$ cat src/hw/rtl/http_chunked_body_decoder_assert.svh
// Assertion shorthands shared by the decoder modules.
// Each module that uses them has i_clk and i_rst_n in scope.
`ifndef HTTP_CHUNKED_BODY_DECODER_ASSERT_SVH
`define HTTP_CHUNKED_BODY_DECODER_ASSERT_SVH

// Same-cycle implication, off while reset is held.
`define CHD_ASSERT_IMPL(lbl, ante, cons) \
    lbl: assert property (@(posedge i_clk) disable iff (!i_rst_n) \
        (ante) |-> (cons)) else $error("same-cycle check failed");

// Next-cycle implication, off while reset is held.
`define CHD_ASSERT_NEXT(lbl, ante, cons) \
    lbl: assert property (@(posedge i_clk) disable iff (!i_rst_n) \
        (ante) |=> (cons)) else $error("next-cycle check failed");

`endif

$ cat src/hw/rtl/chd_pkg.sv
`timescale 1ns / 1ps
package chd_pkg;

    localparam int SIZE_BITS_DEF = 32;
    localparam int QUEUE_DEPTH   = 2;

    localparam logic [7:0] CHAR_CR    = 8'h0d;
    localparam logic [7:0] CHAR_LF    = 8'h0a;
    localparam logic [7:0] CHAR_SPACE = 8'h20;
    localparam logic [7:0] CHAR_TAB   = 8'h09;

    localparam logic [2:0] K_DATA = 3'd0;
    localparam logic [2:0] K_ZERO = 3'd1;
    localparam logic [2:0] K_BAD  = 3'd2;
    localparam logic [2:0] K_DROP = 3'd3;
    localparam logic [2:0] K_END  = 3'd4;

    // One body byte with its class, as the front hands it on.
    typedef struct packed {
        logic [7:0] data;
        logic       body_end;
        logic       is_cr;
        logic       is_lf;
        logic       is_blank;
        logic       is_hex;
        logic [3:0] hex_val;
    } t_item;

endpackage

$ cat src/hw/rtl/chd_front.sv
`timescale 1ns / 1ps
module chd_front (
    input  logic          i_valid,
    output logic          o_stall,
    input  logic [7:0]    i_body_byte,
    input  logic          i_body_end,
    input  logic          i_q_full,
    output logic          o_q_push,
    output chd_pkg::t_item o_q_item
);

    logic w_digit;
    logic w_alpha;

    always_comb begin
        w_digit = i_body_byte inside {[8'h30:8'h39]};
        w_alpha = i_body_byte inside {[8'h41:8'h46], [8'h61:8'h66]};
        o_q_item.data     = i_body_byte;
        o_q_item.body_end = i_body_end;
        o_q_item.is_cr    = (i_body_byte == chd_pkg::CHAR_CR);
        o_q_item.is_lf    = (i_body_byte == chd_pkg::CHAR_LF);
        o_q_item.is_blank = (i_body_byte == chd_pkg::CHAR_SPACE)
                         || (i_body_byte == chd_pkg::CHAR_TAB);
        o_q_item.is_hex   = w_digit || w_alpha;
        // letters a..f and A..F share a low nibble of 1..6
        o_q_item.hex_val  = w_digit ? i_body_byte[3:0] : (i_body_byte[3:0] + 4'd9);
    end

    assign o_stall  = i_q_full;
    assign o_q_push = i_valid && !i_q_full;

endmodule

$ cat src/hw/rtl/chd_queue.sv
`timescale 1ns / 1ps
module chd_queue (
    input  logic           i_clk,
    input  logic           i_rst_n,
    input  logic           i_push,
    input  chd_pkg::t_item i_item,
    output logic           o_full,
    output logic           o_valid,
    output chd_pkg::t_item o_item,
    input  logic           i_pop
);

    localparam int Depth = chd_pkg::QUEUE_DEPTH;
    localparam int PtrW  = (Depth > 1) ? $clog2(Depth) : 1;
    localparam int CntW  = $clog2(Depth + 1);

    chd_pkg::t_item r_mem [Depth];
    logic [PtrW-1:0] r_wr_ptr, n_wr_ptr;
    logic [PtrW-1:0] r_rd_ptr, n_rd_ptr;
    logic [CntW-1:0] r_count, n_count;

    assign o_full  = (r_count == CntW'(Depth));
    assign o_valid = (r_count != '0);
    assign o_item  = r_mem[r_rd_ptr];

    always_comb begin
        n_wr_ptr = r_wr_ptr;
        n_rd_ptr = r_rd_ptr;
        n_count  = r_count;
        if (i_push) begin
            n_wr_ptr = (r_wr_ptr == PtrW'(Depth - 1)) ? '0 : r_wr_ptr + 1'b1;
        end
        if (i_pop) begin
            n_rd_ptr = (r_rd_ptr == PtrW'(Depth - 1)) ? '0 : r_rd_ptr + 1'b1;
        end
        if (i_push && !i_pop) begin
            n_count = r_count + 1'b1;
        end else if (!i_push && i_pop) begin
            n_count = r_count - 1'b1;
        end
    end

    always_ff @(posedge i_clk) begin
        if (!i_rst_n) begin
            r_wr_ptr <= '0;
            r_rd_ptr <= '0;
            r_count  <= '0;
        end else begin
            r_wr_ptr <= n_wr_ptr;
            r_rd_ptr <= n_rd_ptr;
            r_count  <= n_count;
        end
    end

    always_ff @(posedge i_clk) begin
        if (i_push) begin
            r_mem[r_wr_ptr] <= i_item;
        end
    end

`include "http_chunked_body_decoder_assert.svh"
    `CHD_ASSERT_IMPL(a_empty_ptrs, r_count == '0, r_wr_ptr == r_rd_ptr)

endmodule

$ cat src/hw/rtl/chd_back.sv
`timescale 1ns / 1ps
module chd_back #(
    parameter int SIZE_BITS = chd_pkg::SIZE_BITS_DEF
) (
    input  logic           i_clk,
    input  logic           i_rst_n,
    input  logic           i_q_valid,
    input  chd_pkg::t_item i_q_item,
    output logic           o_q_pop,
    output logic           o_valid,
    input  logic           i_stall,
    output logic [7:0]     o_payload_byte,
    output logic [2:0]     o_result_kind,
    output logic           o_last_of_run
);

    typedef enum logic [5:0] {
        PH_START  = 6'b000001,
        PH_DIGITS = 6'b000010,
        PH_REST   = 6'b000100,
        PH_DATA   = 6'b001000,
        PH_SKIP   = 6'b010000,
        PH_DONE   = 6'b100000
    } t_phase;

    t_phase               r_phase, n_phase;
    logic                 r_cr, n_cr;
    logic [SIZE_BITS-1:0] r_size, n_size;
    logic                 r_digit, n_digit;
    logic [SIZE_BITS-1:0] r_left, n_left;
    logic [1:0]           r_skip, n_skip;
    logic                 r_part, n_part;

    logic                 r_out_v;
    logic [7:0]           r_out_byte;
    logic [2:0]           r_out_kind;
    logic                 r_out_last;
    logic                 r_hold_v;
    logic [2:0]           r_hold_kind;

    logic                 w_out_free;
    logic                 w_p_v;
    logic [2:0]           w_p_kind;
    logic [7:0]           w_p_byte;
    logic [2:0]           w_e_kind;

    assign w_out_free = !r_out_v || !i_stall;
    assign o_q_pop    = i_q_valid && !r_hold_v && w_out_free;

    always_comb begin
        n_phase  = r_phase;
        n_cr     = r_cr;
        n_size   = r_size;
        n_digit  = r_digit;
        n_left   = r_left;
        n_skip   = r_skip;
        n_part   = r_part;
        w_p_v    = 1'b0;
        w_p_kind = chd_pkg::K_DATA;
        w_p_byte = 8'd0;
        w_e_kind = chd_pkg::K_END;
        case (r_phase)
            PH_START, PH_DIGITS, PH_REST: begin
                if (r_cr && i_q_item.is_lf) begin
                    n_cr = 1'b0;
                    if (!r_digit) begin
                        w_p_v    = 1'b1;
                        w_p_kind = chd_pkg::K_BAD;
                        n_phase  = PH_DONE;
                    end else if (r_size == '0) begin
                        w_p_v    = 1'b1;
                        w_p_kind = chd_pkg::K_ZERO;
                        n_phase  = PH_DONE;
                    end else begin
                        n_left  = r_size;
                        n_part  = 1'b0;
                        n_phase = PH_DATA;
                    end
                end else if (i_q_item.is_cr) begin
                    n_cr    = 1'b1;
                    n_phase = PH_REST;
                end else begin
                    n_cr = 1'b0;
                    if (r_phase == PH_START && i_q_item.is_blank) begin
                        n_phase = r_phase;
                    end else if (r_phase != PH_REST && i_q_item.is_hex) begin
                        // another digit would overflow the size field
                        if (r_size[SIZE_BITS-1 -: 4] != 4'd0) begin
                            w_p_v    = 1'b1;
                            w_p_kind = chd_pkg::K_BAD;
                            n_phase  = PH_DONE;
                        end else begin
                            n_size  = {r_size[SIZE_BITS-5:0], i_q_item.hex_val};
                            n_digit = 1'b1;
                            n_phase = PH_DIGITS;
                        end
                    end else begin
                        n_phase = PH_REST;
                    end
                end
            end
            PH_DATA: begin
                if (r_left == '0) begin
                    n_phase = PH_DONE;
                end else begin
                    w_p_v    = 1'b1;
                    w_p_kind = chd_pkg::K_DATA;
                    w_p_byte = i_q_item.data;
                    n_left   = r_left - 1'b1;
                    n_part   = 1'b1;
                    if (r_left == SIZE_BITS'(1)) begin
                        n_skip  = 2'd2;
                        n_phase = PH_SKIP;
                    end
                end
            end
            PH_SKIP: begin
                if (r_skip <= 2'd1) begin
                    n_phase = PH_START;
                    n_cr    = 1'b0;
                    n_size  = '0;
                    n_digit = 1'b0;
                    n_left  = '0;
                    n_skip  = 2'd0;
                    n_part  = 1'b0;
                end else begin
                    n_skip = r_skip - 1'b1;
                end
            end
            default: begin
                n_phase = r_phase;
            end
        endcase
        if (i_q_item.body_end) begin
            // a chunk cut short after some payload went out must be dropped
            w_e_kind = (n_phase == PH_DATA && n_part) ? chd_pkg::K_DROP : chd_pkg::K_END;
            n_phase  = PH_START;
            n_cr     = 1'b0;
            n_size   = '0;
            n_digit  = 1'b0;
            n_left   = '0;
            n_skip   = 2'd0;
            n_part   = 1'b0;
        end
    end

    always_ff @(posedge i_clk) begin
        if (!i_rst_n) begin
            r_phase <= PH_START;
            r_cr    <= 1'b0;
            r_size  <= '0;
            r_digit <= 1'b0;
            r_left  <= '0;
            r_skip  <= 2'd0;
            r_part  <= 1'b0;
        end else if (o_q_pop) begin
            r_phase <= n_phase;
            r_cr    <= n_cr;
            r_size  <= n_size;
            r_digit <= n_digit;
            r_left  <= n_left;
            r_skip  <= n_skip;
            r_part  <= n_part;
        end
    end

    // Output register with one spare slot for the end-of-body result.
    always_ff @(posedge i_clk) begin
        if (!i_rst_n) begin
            r_out_v  <= 1'b0;
            r_hold_v <= 1'b0;
        end else if (w_out_free) begin
            if (r_hold_v) begin
                r_out_v  <= 1'b1;
                r_hold_v <= 1'b0;
            end else if (o_q_pop && (w_p_v || i_q_item.body_end)) begin
                r_out_v  <= 1'b1;
                r_hold_v <= w_p_v && i_q_item.body_end;
            end else begin
                r_out_v <= 1'b0;
            end
        end
    end

    always_ff @(posedge i_clk) begin
        if (w_out_free) begin
            if (r_hold_v) begin
                r_out_byte <= 8'd0;
                r_out_kind <= r_hold_kind;
                r_out_last <= 1'b1;
            end else if (w_p_v) begin
                r_out_byte  <= w_p_byte;
                r_out_kind  <= w_p_kind;
                r_out_last  <= !i_q_item.body_end;
                r_hold_kind <= w_e_kind;
            end else begin
                r_out_byte <= 8'd0;
                r_out_kind <= w_e_kind;
                r_out_last <= 1'b1;
            end
        end
    end

    assign o_valid        = r_out_v;
    assign o_payload_byte = r_out_byte;
    assign o_result_kind  = r_out_kind;
    assign o_last_of_run  = r_out_last;

`include "http_chunked_body_decoder_assert.svh"
    `CHD_ASSERT_IMPL(a_hold_behind_first, r_hold_v, r_out_v && !r_out_last)
    `CHD_ASSERT_IMPL(a_marker_no_byte, r_out_v && r_out_kind != chd_pkg::K_DATA, r_out_byte == 8'd0)
    `CHD_ASSERT_NEXT(a_hold_moves_out, r_hold_v && !i_stall, r_out_v && r_out_last && !r_hold_v)

endmodule

$ cat src/hw/rtl/http_chunked_body_decoder.sv
`timescale 1ns / 1ps
// A byte transferred in is written to the queue; the back end pops it and registers
// its result. Throughput: one byte per cycle while the queue is not full and the
// output is not stalled; a byte that gives two results (a marker plus the body-end
// result) parks the second in a spare slot, and no byte is popped until it moves out.
// A two-entry queue decouples byte intake from result delivery. Reset (synchronous,
// active low) empties the queue and output and resets framing to a size line's start.
module http_chunked_body_decoder #(
    parameter int SIZE_BITS = chd_pkg::SIZE_BITS_DEF
) (
    input  logic       i_clk,
    input  logic       i_rst_n,
    input  logic       i_valid,
    output logic       o_stall,
    input  logic [7:0] i_body_byte,
    input  logic       i_body_end,
    output logic       o_valid,
    input  logic       i_stall,
    output logic [7:0] o_payload_byte,
    output logic [2:0] o_result_kind,
    output logic       o_last_of_run
);

    logic           w_push;
    logic           w_full;
    logic           w_q_valid;
    logic           w_pop;
    chd_pkg::t_item w_in_item;
    chd_pkg::t_item w_q_item;

    chd_front u_front (
        .i_valid     (i_valid),
        .o_stall     (o_stall),
        .i_body_byte (i_body_byte),
        .i_body_end  (i_body_end),
        .i_q_full    (w_full),
        .o_q_push    (w_push),
        .o_q_item    (w_in_item)
    );

    chd_queue u_queue (
        .i_clk   (i_clk),
        .i_rst_n (i_rst_n),
        .i_push  (w_push),
        .i_item  (w_in_item),
        .o_full  (w_full),
        .o_valid (w_q_valid),
        .o_item  (w_q_item),
        .i_pop   (w_pop)
    );

    chd_back #(
        .SIZE_BITS (SIZE_BITS)
    ) u_back (
        .i_clk          (i_clk),
        .i_rst_n        (i_rst_n),
        .i_q_valid      (w_q_valid),
        .i_q_item       (w_q_item),
        .o_q_pop        (w_pop),
        .o_valid        (o_valid),
        .i_stall        (i_stall),
        .o_payload_byte (o_payload_byte),
        .o_result_kind  (o_result_kind),
        .o_last_of_run  (o_last_of_run)
    );

endmodule
$ cat config.mk
export PLATFORM = sky130hd
export DESIGN_NAME = http_chunked_body_decoder
export DESIGN_NICKNAME = d
export VERILOG_FILES = /design/src/hw/rtl/chd_pkg.sv /design/src/hw/rtl/chd_front.sv /design/src/hw/rtl/chd_queue.sv /design/src/hw/rtl/chd_back.sv /design/src/hw/rtl/http_chunked_body_decoder.sv
export VERILOG_INCLUDE_DIRS = /design/src /design/src/hw/rtl
export SDC_FILE = /design/constraint.sdc
export NUM_CORES = 1
export LEC_CHECK = 0
export BUFFER_PORTS_ARGS = -buffer_cell sky130_fd_sc_hd__buf_2
export CORE_UTILIZATION = 40
export DETAILED_ROUTE_END_ITERATION = 16
export PLACE_DENSITY = 0.62
export SYNTH_ARGS = -nofsm -noshare
export SYNTH_HDL_FRONTEND = slang
export SYNTH_SLANG_ARGS = --single-unit
$ cat constraint.sdc
create_clock -name i_clk -period 2.7 [get_ports i_clk]
set_input_delay 0.135 -clock i_clk [delete_from_list [all_inputs] [get_ports i_clk]]
set_output_delay 0.135 -clock i_clk [all_outputs]
set_load 0.02 [all_outputs]
Word level (Yosys, flattened, before mapping)
Memory sizes are Yosys's and may differ from the RTL's. A register that Yosys moved wholly into a read port is not among the register bits. Cells that the tools add are included.

Register bits: 96. RAM bits: 34. Input bits: 13. Output and inout bits: 14. Logic and storage cells: 184. Memories: 1.

Add/sub/neg operators: 7. Magnitude comparators: 7. Equality and inequality tests: 24. Muxes and demuxes: 84. Bitwise gates (word level): 3. Reduce and logical (&&, ||, !) cells: 42.

Memories: u_queue.r_mem (words 2, bits a word 17, rd ports 1, clocked after memory_dff 1, write ports 1, RTL line chd_queue.sv:17) `chd_pkg::t_item r_mem [Depth];`.

Operators by type and width (number): 32-bit 2-to-1 mux (12); 32-bit case mux with 3 select lines (1); 6-bit 2-to-1 mux (11); 32-bit zero test (2); 32-bit case mux with 2 select lines (1); 1-bit 2-to-1 mux (35); 32-bit by 1-bit == test with 1-bit output (second input constant) (1); 32-bit by 1-bit subtractor with 32-bit output (second input constant) (1); 3-bit 2-to-1 mux (10); 8-bit by 4-bit == test with 1-bit output (second input constant) (3); 3-bit by 2-bit != test with 1-bit output (second input constant) (6); 6-bit case mux with 3 select lines (1); 8-bit by 7-bit greater-or-equal comparator with 1-bit output (second input constant) (2); 8-bit by 7-bit <= comparator with 1-bit output (second input constant) (2); 3-bit by 1-bit != test with 1-bit output (second input constant) (5); 1-bit logical AND (14); 2-bit 2-to-1 mux (7); 6-bit by 4-bit == test with 1-bit output (second input constant) (2); 8-bit by 6-bit == test with 1-bit output (second input constant) (1); 8-bit by 6-bit greater-or-equal comparator with 1-bit output (second input constant) (1); 8-bit by 6-bit <= comparator with 1-bit output (second input constant) (1); 8-bit AND reduction (1); 4-bit nonzero test (2); 1-bit zero test (7); 25 further kinds (38).

Longest topological paths before layout
Gate-level depths: netlist of run 1.

Word-level depth: 13. Mapped depth: 10. Gate-level depth less buffers: 8.

By module
Synthesis of run 1 repeated with hierarchy kept, for this count alone.

Cell total of the unflattened synthesis: 730. Area, all modules: 6787.8 um^2.

Modules (own cells, without submodules): chd_back (times used 1, cells each 607, area an instance 4932.2 um^2, sequential area each 1961.9 um^2); chd_queue (times used 1, cells each 75, area an instance 1446.4 um^2, sequential area each 1121.1 um^2); chd_front (times used 1, cells each 48, area an instance 409.1 um^2, sequential area each 0.0 um^2).

Least setup slack after synthesis of run 1
Ideal clock, no wire load.

Kind: register -> register. Start: register u_back.r_out_v (netlist: u_back.o_valid). End: register u_back.r_left[30]. Setup time: 89 ps. Arrival: 2231 ps. Data required time: 2611 ps. Path slack: 380 ps. Cell stages (with the launch flop): 10. Buffers on the path: 1. Period minus slack after synthesis: 2320 ps. Path through: dfxtp_1 > nand2_1 > nand2b_1 > nor2_1 > inv_1 > a31o_2 > a31oi_1 > clkbuf_1 > a21oi_1 > a311oi_2.

Longest elaborated chain between the ends: 4.

Ends and longest elaborated chain: start: declaration (RTL line chd_back.sv:34) `logic r_out_v;`; start signal: assignment (RTL line chd_back.sv:170) `r_out_v <= 1'b0;`; start signal: assignment (RTL line chd_back.sv:174) `r_out_v <= 1'b1;`; start signal: assignment (RTL line chd_back.sv:177) `r_out_v <= 1'b1;`; 1-bit zero test (RTL line chd_back.sv:47) `assign w_out_free = !r_out_v || !i_stall;`; 1-bit logical OR (RTL line chd_back.sv:47); named net u_back.w_out_free (RTL line chd_back.sv:41) `logic w_out_free;`; 1-bit logical AND (RTL line chd_back.sv:48) `assign o_q_pop = i_q_valid && !r_hold_v && w_out_free;`; 7-bit AND reduction (no line); end signal: assignment (RTL line chd_back.sv:161) `r_left <= n_left;`; end: declaration (RTL line chd_back.sv:30) `logic [SIZE_BITS-1:0] r_left, n_left;`.

The timed path passes the listed nets, and every way through them passes these cells. A chain may end at the register's enable or synchronous reset.

Final worst setup path of run 1
Start: register u_back.r_left[2]. End: register u_back.r_left[25].

Longest elaborated chain between the ends: 4. Elaborated cells on any way between the ends: 7. Those cells by class: add/sub: 1; eq/ne: 1; mux: 3; reduce/logical: 2.

Ends and longest elaborated chain: 32-bit by 1-bit subtractor with 32-bit output (RTL line chd_back.sv:109) `n_left = r_left - 1'b1;`; 32-bit 2-to-1 mux (RTL line chd_back.sv:103) `if (r_left == '0) begin`; 32-bit case mux with 3 select lines (RTL line chd_back.sv:62) `case (r_phase)`; 32-bit 2-to-1 mux (RTL line chd_back.sv:134) `if (i_q_item.body_end) begin`.

Several ways; a longest one is shown, not always the timed one. The select of a mux whose other input is x is not followed.

==> results of run 1 <==
[sequential cells by signal, summed over array words and instances (netlist names), named ones only]
register	count
u_back.o_last_of_run	1
u_back.o_payload_byte	8
u_back.o_result_kind	3
u_back.o_valid	1
u_back.r_cr	1
u_back.r_digit	1
u_back.r_hold_kind	2
u_back.r_hold_v	1
u_back.r_left	32
u_back.r_part	1
u_back.r_phase	6
u_back.r_size	32
u_back.r_skip	2
u_queue.r_count	2
u_queue.r_mem	34
u_queue.r_rd_ptr	1
u_queue.r_wr_ptr	1
[kinds of logic (layout without fill, tap and decap cells)]
kind of cell | count (synthesis) | count (layout) | synth area share (%)
compound gates | 181 | 181 | 18.4
xor+xnor | 29 | 29 | 3.81
fa+ha+maj | 8 | 8 | 1.50
buf+inv | 63 | 115 | 4.05
flops | 130 | 130 | 46.2
mux | 20 | 20 | 3.08
simple gates | 291 | 291 | 22.9
[cells in the final DEF, fill, tap and decap left out, types with 13 or more instances in the layout]
cell,count
nor3_1,18
mux2i_1,16
xnor2_1,13
nand4_1,17
a21oi_1,34
o21ai_0,23
buf_4,36
nand3_1,79
xor2_1,16
nand2_1,67
o21ai_1,40
edfxtp_1,48
nor2_1,40
buf_2,26
clkbuf_16,17
nor4_1,21
dfxtp_1,82
[stage by stage]
stage          setup WS [ns]  hold WS, ns
2_1_floorplan          0.380        0.234
3_3_place_gp           0.376        0.353
3_5_place_dp           0.325        0.368
4_1_cts                0.313       0.0426
5_1_grt                0.118       0.0521
6_report               0.295       0.0557
[per-layer routing]
layer	vias to the layer above	wire (µm)	track usage, %
met5	-	0	0
met4	0	235	8.37
met3	25	1250	5.44
met2	201	7990	31.9
met1	2829	8130	27.9
li1	2797	-	-
[worst reg2reg max path, cell delays in order (launching register included)]
cell and delay [ns]:
dfxtp_1 0.39, or4_1 0.84, or3_1 0.42, nor3_1 0.20, xor2_1 0.18, nand2_1 0.08
a311oi_2 0.22
[where the power goes]
group	internal (mW)	switching [mW]	total (mW)
Combinational	1.19	1.92	3.11
Clock	1.23	1.02	2.26
Sequential	2.31	0.219	2.52
[layout make-up]
type / count / area, µm²
fill: 1462 / 8190
multi-input combinational: 529 / 3340
sequential: 130 / 3080
timing repair buffer: 74 / 561
clock buffer: 17 / 425
tap: 216 / 270
clock inverter: 15 / 156
inverter: 9 / 33.8
[how the worst min path moves through the flow]
stage / from / endpoint / slack (ns)
floorplan: i_body_byte[1] / u_queue.r_mem[0][10]$_DFFE_PP_ / 0.23
global placement: i_body_byte[7] / u_queue.r_mem[0][16]$_DFFE_PP_ / 0.35
detailed placement: i_body_end / u_queue.r_mem[0][8]$_DFFE_PP_ / 0.37
CTS: i_body_byte[2] / u_queue.r_mem[1][11]$_DFFE_PP_ / 0.04
global route: i_body_byte[2] / u_queue.r_mem[1][11]$_DFFE_PP_ / 0.05
finish: i_body_byte[2] / u_queue.r_mem[0][11]$_DFFE_PP_ / 0.06
==> impl_metrics.yaml, run 1 <==
outcome:
  outcome: "finished, final reports clean"
clock_network:
  cts_tree: "built"
  clk_pin_slew_ns: 0.07
  htree_levels: 4
  postCtsSetupRepairBufs: 0
  clock_path_buffers: 2
  cts_num_sinks: 130
  clk_latency_ns: 0.43
  cts_inserted_buffers: 17
  ctsResizeCount: 0
  postCtsHoldBufs: 8
  cts-root-buf: "clkbuf_16"
timing:
  finalHoldViolCount: 0
  finalCriticalPeriod_ns: 2.41
  max_slew_margin_pct: 42.1
  timing.final.crit_share_pct: 89.1
  fin_skew_ns: 0.00780
  fin_setup_tns_ns: 0
  tightest_slew_ns: 0.868
  report.final.setup_viol: 0
  max_freq_ghz: 0.416
  slew_violations: 0
  rsz0062_at_grt: "false"
placement:
  gp_congestion: 0.898
  hpwl_um: 12000
  port_buffers: 26
  placed_cell_area_um2: 7210
  post-place-cells: 950
global_routing:
  gr-total-overflow: 0
  grt_pass1_wl_um: 28500
  grt_use_total_pct: 20.8
  antenna_found_initial: 1
  grt_pass1_vias: 5604
  grt_max_degree: 84
critical_path:
  ff2ff_setup_slack_ns: 0.29
  crit_required_ns: 3.05
  worstPathArrival_ns: 2.75
  worstSetupPathDepth: 6
  max_stage_delay_ns: 0.84
  endpoint_kind: "flip-flop"
  crit_chain: "or4_1, or3_1, nor3_1, xor2_1, nand2_1, a311oi_2"
  worstReg2RegStart: "u_back.r_left[2]$_SDFFE_PN0P_"
  crit_path_end: "u_back.r_left[25]$_SDFFE_PN0P_"
  worst-setup-path-type: "flip-flop to flip-flop"
  path_buf_inv: 0
  setup.worst_path.start: "u_back.r_left[2]$_SDFFE_PN0P_"
  crit_family: "simple AND/OR/NAND/NOR gates"
  slowest_stage: "or4_1"
  reg2reg_to: "u_back.r_left[25]$_SDFFE_PN0P_"
  path_max_fanout: 13
  cp-start-kind: "flip-flop"
  r2r_cells: 6
cells_and_area:
  fin_cells: 990
  diodes: 0
  area_growth_pct: 18.0
  drive_gt1_share_pct: 17.2
  final_area_um2: 7870
  final_nets: 782
  final_core_util_pct: 49.0
synthesis:
  synth.top_cells.by_count: "82 x dfxtp_1, 79 x nand3_1, 67 x nand2_1"
  synth-async-reset-ratio_pct: 0
  synth_ff_type: "dfxtp_1"
  synth_edf_count: 48
  syn-instance-count: 722
  yosysMostFrequentCell: "dfxtp_1"
  ys_types: 79
  ys_seq_area_share_pct: 46.2
  yosys.area.top_type: "dfxtp_1"
  synth_top_area_share_pct: 24.6
  synth_nets: 743
  ys_ff_latch: 130
  synth_area_leaders: "dfxtp_1 25%, edfxtp_1 22%, nand3_1 5.9%"
  synthesis.area_um2: 6670
  ys_warn_count: 0
  syn-mean-instance-area_um2: 9.24
floorplanning:
  core_um2: 16100
  dieArea_um2: 17200
  die_w_um: 131
  row_count: 46
  start_util_pct: 41.5
  die_h_um: 131
  ioPinCount: 27
routing:
  dr_total_vias: 5852
  drc: 0
  wl_um: 17600
  routedWlPerCell_um: 17.8
  viasPerCell: 5.91
  first_pass_iters: 8
  postRouteAntennaNets: 0
  drtIter0Drc: 573
power:
  finalPower_mw: 7.89
  p_leak_nw: 2.81
  ir_drop_mv: 0.575
  p_per_area_nw_per_um2: 1000
hold_path:
  hold-path-cell-count: 1
  hp-class: "input port to flip-flop"
flow_run:
  drv_cap: 0
No activity file was read; power rests on OpenSTA's default activity.
==> run 2, diff against run 1 <==
- ABC_AREA: default -> 1
- SLEW_MARGIN: default -> 20
==> impl_metrics.yaml, run 2 <==
cells_and_area:
  final_nets: 991
  drive_gt1_share_pct: 10.1
  layout_commonest_cell: "nand2_1"
  nFillCells: 1644
  top_register: "u_queue.r_mem"
  area_growth_pct: 15.6
  diodes: 0
  largest_reg_flops: 34
  reg_top3: "u_queue.r_mem (34), u_back.r_left (32), u_back.r_size (32)"
  final_cell_mix: "228 x nand2_1, 128 x nor2_1, 93 x a21oi_1"
floorplanning:
  die_h_um: 133
  start_util_pct: 41.0
  ioPinCount: 27
  dieArea_um2: 17600
  row_count: 47
  core_um2: 16600
  die_w_um: 133
clock_network:
  cts_tree: "built"
  cts-root-buf: "clkbuf_16"
  htree_levels: 4
  clock_path_buffers: 2
  cts_inserted_buffers: 17
  clk_latency_ns: 0.44
  clk_pin_slew_ns: 0.06
  postCtsSetupRepairBufs: 0
  cts_num_sinks: 129
critical_path:
  cp-start-kind: "flip-flop"
  slowest_stage: "dfxtp_1"
  max_stage_delay_ns: 0.51
  endpoint_kind: "flip-flop"
  crit_required_ns: 3.06
  crit_chain: "buf_4, nand2_1, nand2_1, nand3_1, nor2_1, nor2_1, nor2_4, buf_4, o21ai_0, a21oi_1"
  worstPathArrival_ns: 2.70
  path_max_fanout: 32
  worst-setup-path-type: "flip-flop to flip-flop"
  ff2ff_setup_slack_ns: 0.37
routing:
  wl_um: 17800
  postRouteAntennaNets: 0
  routedWlPerCell_um: 14.8
  drc: 0
  viasPerCell: 5.23
  dr_total_vias: 6295
  first_pass_iters: 5
  drtIter0Drc: 570
timing:
  finalCriticalPeriod_ns: 2.33
  fin_setup_tns_ns: 0
  max_freq_ghz: 0.428
  max_slew_margin_pct: 61.0
  slew_violations: 0
  timing.final.crit_share_pct: 86.5
  rsz0062_at_grt: "false"
  report.final.setup_viol: 0
  tightest_slew_ns: 0.585
  finalHoldViolCount: 0
  fin_skew_ns: 0.0119
global_routing:
  grt_use_total_pct: 21.1
  grt_max_degree: 40
  antenna_found_initial: 0
  grt_pass1_vias: 5738
  grt_pass1_wl_um: 29400
  gr-total-overflow: 0
synthesis:
  yosys.area.top_type: "dfxtp_1"
  ys_seq_area_share_pct: 44.9
  synth.top_cells.by_count: "228 x nand2_1, 128 x nor2_1, 93 x a21oi_1"
  synth-async-reset-ratio_pct: 0
  syn-mean-instance-area_um2: 7.27
  synth_top_area_share_pct: 23.8
  synth_ff_type: "dfxtp_1"
  syn-instance-count: 939
  synth_nets: 960
  ys_types: 38
  yosysMostFrequentCell: "nand2_1"
  ys_warn_count: 0
  ys_ff_latch: 129
  synth_area_leaders: "dfxtp_1 24%, edfxtp_1 21%, nand2_1 13%"
  synthesis.area_um2: 6830
  synth_edf_count: 48
placement:
  port_buffers: 26
  hpwl_um: 12100
  gp_congestion: 0.895
flow_run:
  drv_cap: 0
power:
  p_per_area_nw_per_um2: 1080
  p_leak_nw: 3.18
  finalPower_mw: 8.48
  ir_drop_mv: 0.605
outcome:
  outcome: "finished, final reports clean"
hold_path:
  hp-class: "input port to flip-flop"
run 2: changes by cell type after synthesis, moves of 8 or more:
cell,delta
inv_1,+66
mux2i_1,-16
o21ai_0,+32
nor3_1,-16
o21ai_1,-41
nand2_1,+161
clkbuf_1,-9
nand4_1,+31
xnor2_1,-12
a21oi_1,+59
nor4_1,-16
o211ai_1,-8
nor2_1,+88
or4_1,-9
run 2: final timing paths:
| kind | start | endpoint | cells past startpoint |
|---|---|---|---|
| worst max-delay path | flip-flop | u_back.r_left[6]$_SDFFE_PN0P_ | 10 |
| worst min-delay path | i_rst_n | u_back.r_phase[0]$_SDFFE_PN1P_ | 2 |
| worst max register to register | flip-flop | u_back.r_left[6]$_SDFFE_PN0P_ | 10 |
| worst min register to register | u_queue.r_rd_ptr$_SDFFE_PN0P_ | flip-flop | 1 |
run 2: worst max-delay path: cells and delay by family, from the launching register on:
family | cells | cell delay [ns]
flip-flops | 1 | 0.51
buffers and inverters | 2 | 0.63
AND/OR/NAND/NOR | 6 | 0.77
AO/OA/AOI/OAI | 2 | 0.35
run 2: layout make-up:
type                       instances  area, µm²  share of cell area, %
clock buffer                      17        425                   5.39
clock inverter                    15        191                   2.43
inverter                          82        308                   3.90
multi-input combinational        687       3240                   41.1
sequential                       129       3060                   38.8
tap                              220        275                   3.49
timing repair buffer              53        380                   4.82
run 2: where the power goes:
group / internal (mW) / total [mW] / switching [mW]
logic: 1.04 / 3.62 / 2.58
clock network: 1.41 / 2.40 / 0.996
registers: 2.29 / 2.46 / 0.171
run 2: kinds of logic (layout without fill, tap and decap cells):
kind of cell               after synthesis  in the layout  share of synthesized area (%)
and+or+nand+nor                        506            506                           32.0
AOI/OAI and AO/OA                      162            162                           12.6
DFF                                    129            129                           44.9
buffers and inverters                  123            167                           7.59
xor gates and xnor gates                11             11                           1.41
adders and majority gates                8              8                           1.47
run 2: through the flow:
step | hold WS, ns | area [µm²] | utilization (%) | setup slack (ns) | std cells
6_report | 0.0146 | 7890 | 47.4 | 0.365 | 1203
5_1_grt | 0.0103 | 7890 | 47.4 | 0.161 | 1203
4_1_cts | 0.00202 | 7890 | 47.4 | 0.394 | 1203
3_5_place_dp | 0.338 | 7180 | 43.1 | 0.426 | 1162
3_3_place_gp | 0.350 | 7180 | 43.1 | 0.516 | 1162
2_1_floorplan | 0.234 | 6830 | - | 0.591 | 939
run 2: repair_timing:
item                      4_1_cts  5_1_grt
hold buffers                    9        0
hold endpoints to repair       17        0
resized for setup               0        0
run 2: routing by layer:
metal	GRT usage [%]	up-vias	wire length (µm)	part of all wire, %
met2	32.1	165	7890	44
li1	-	3216	-	-
met1	29.9	2894	8840	50
met5	0	-	0	0
met4	7.15	0	262	1.5
met3	4.14	20	844	4.7
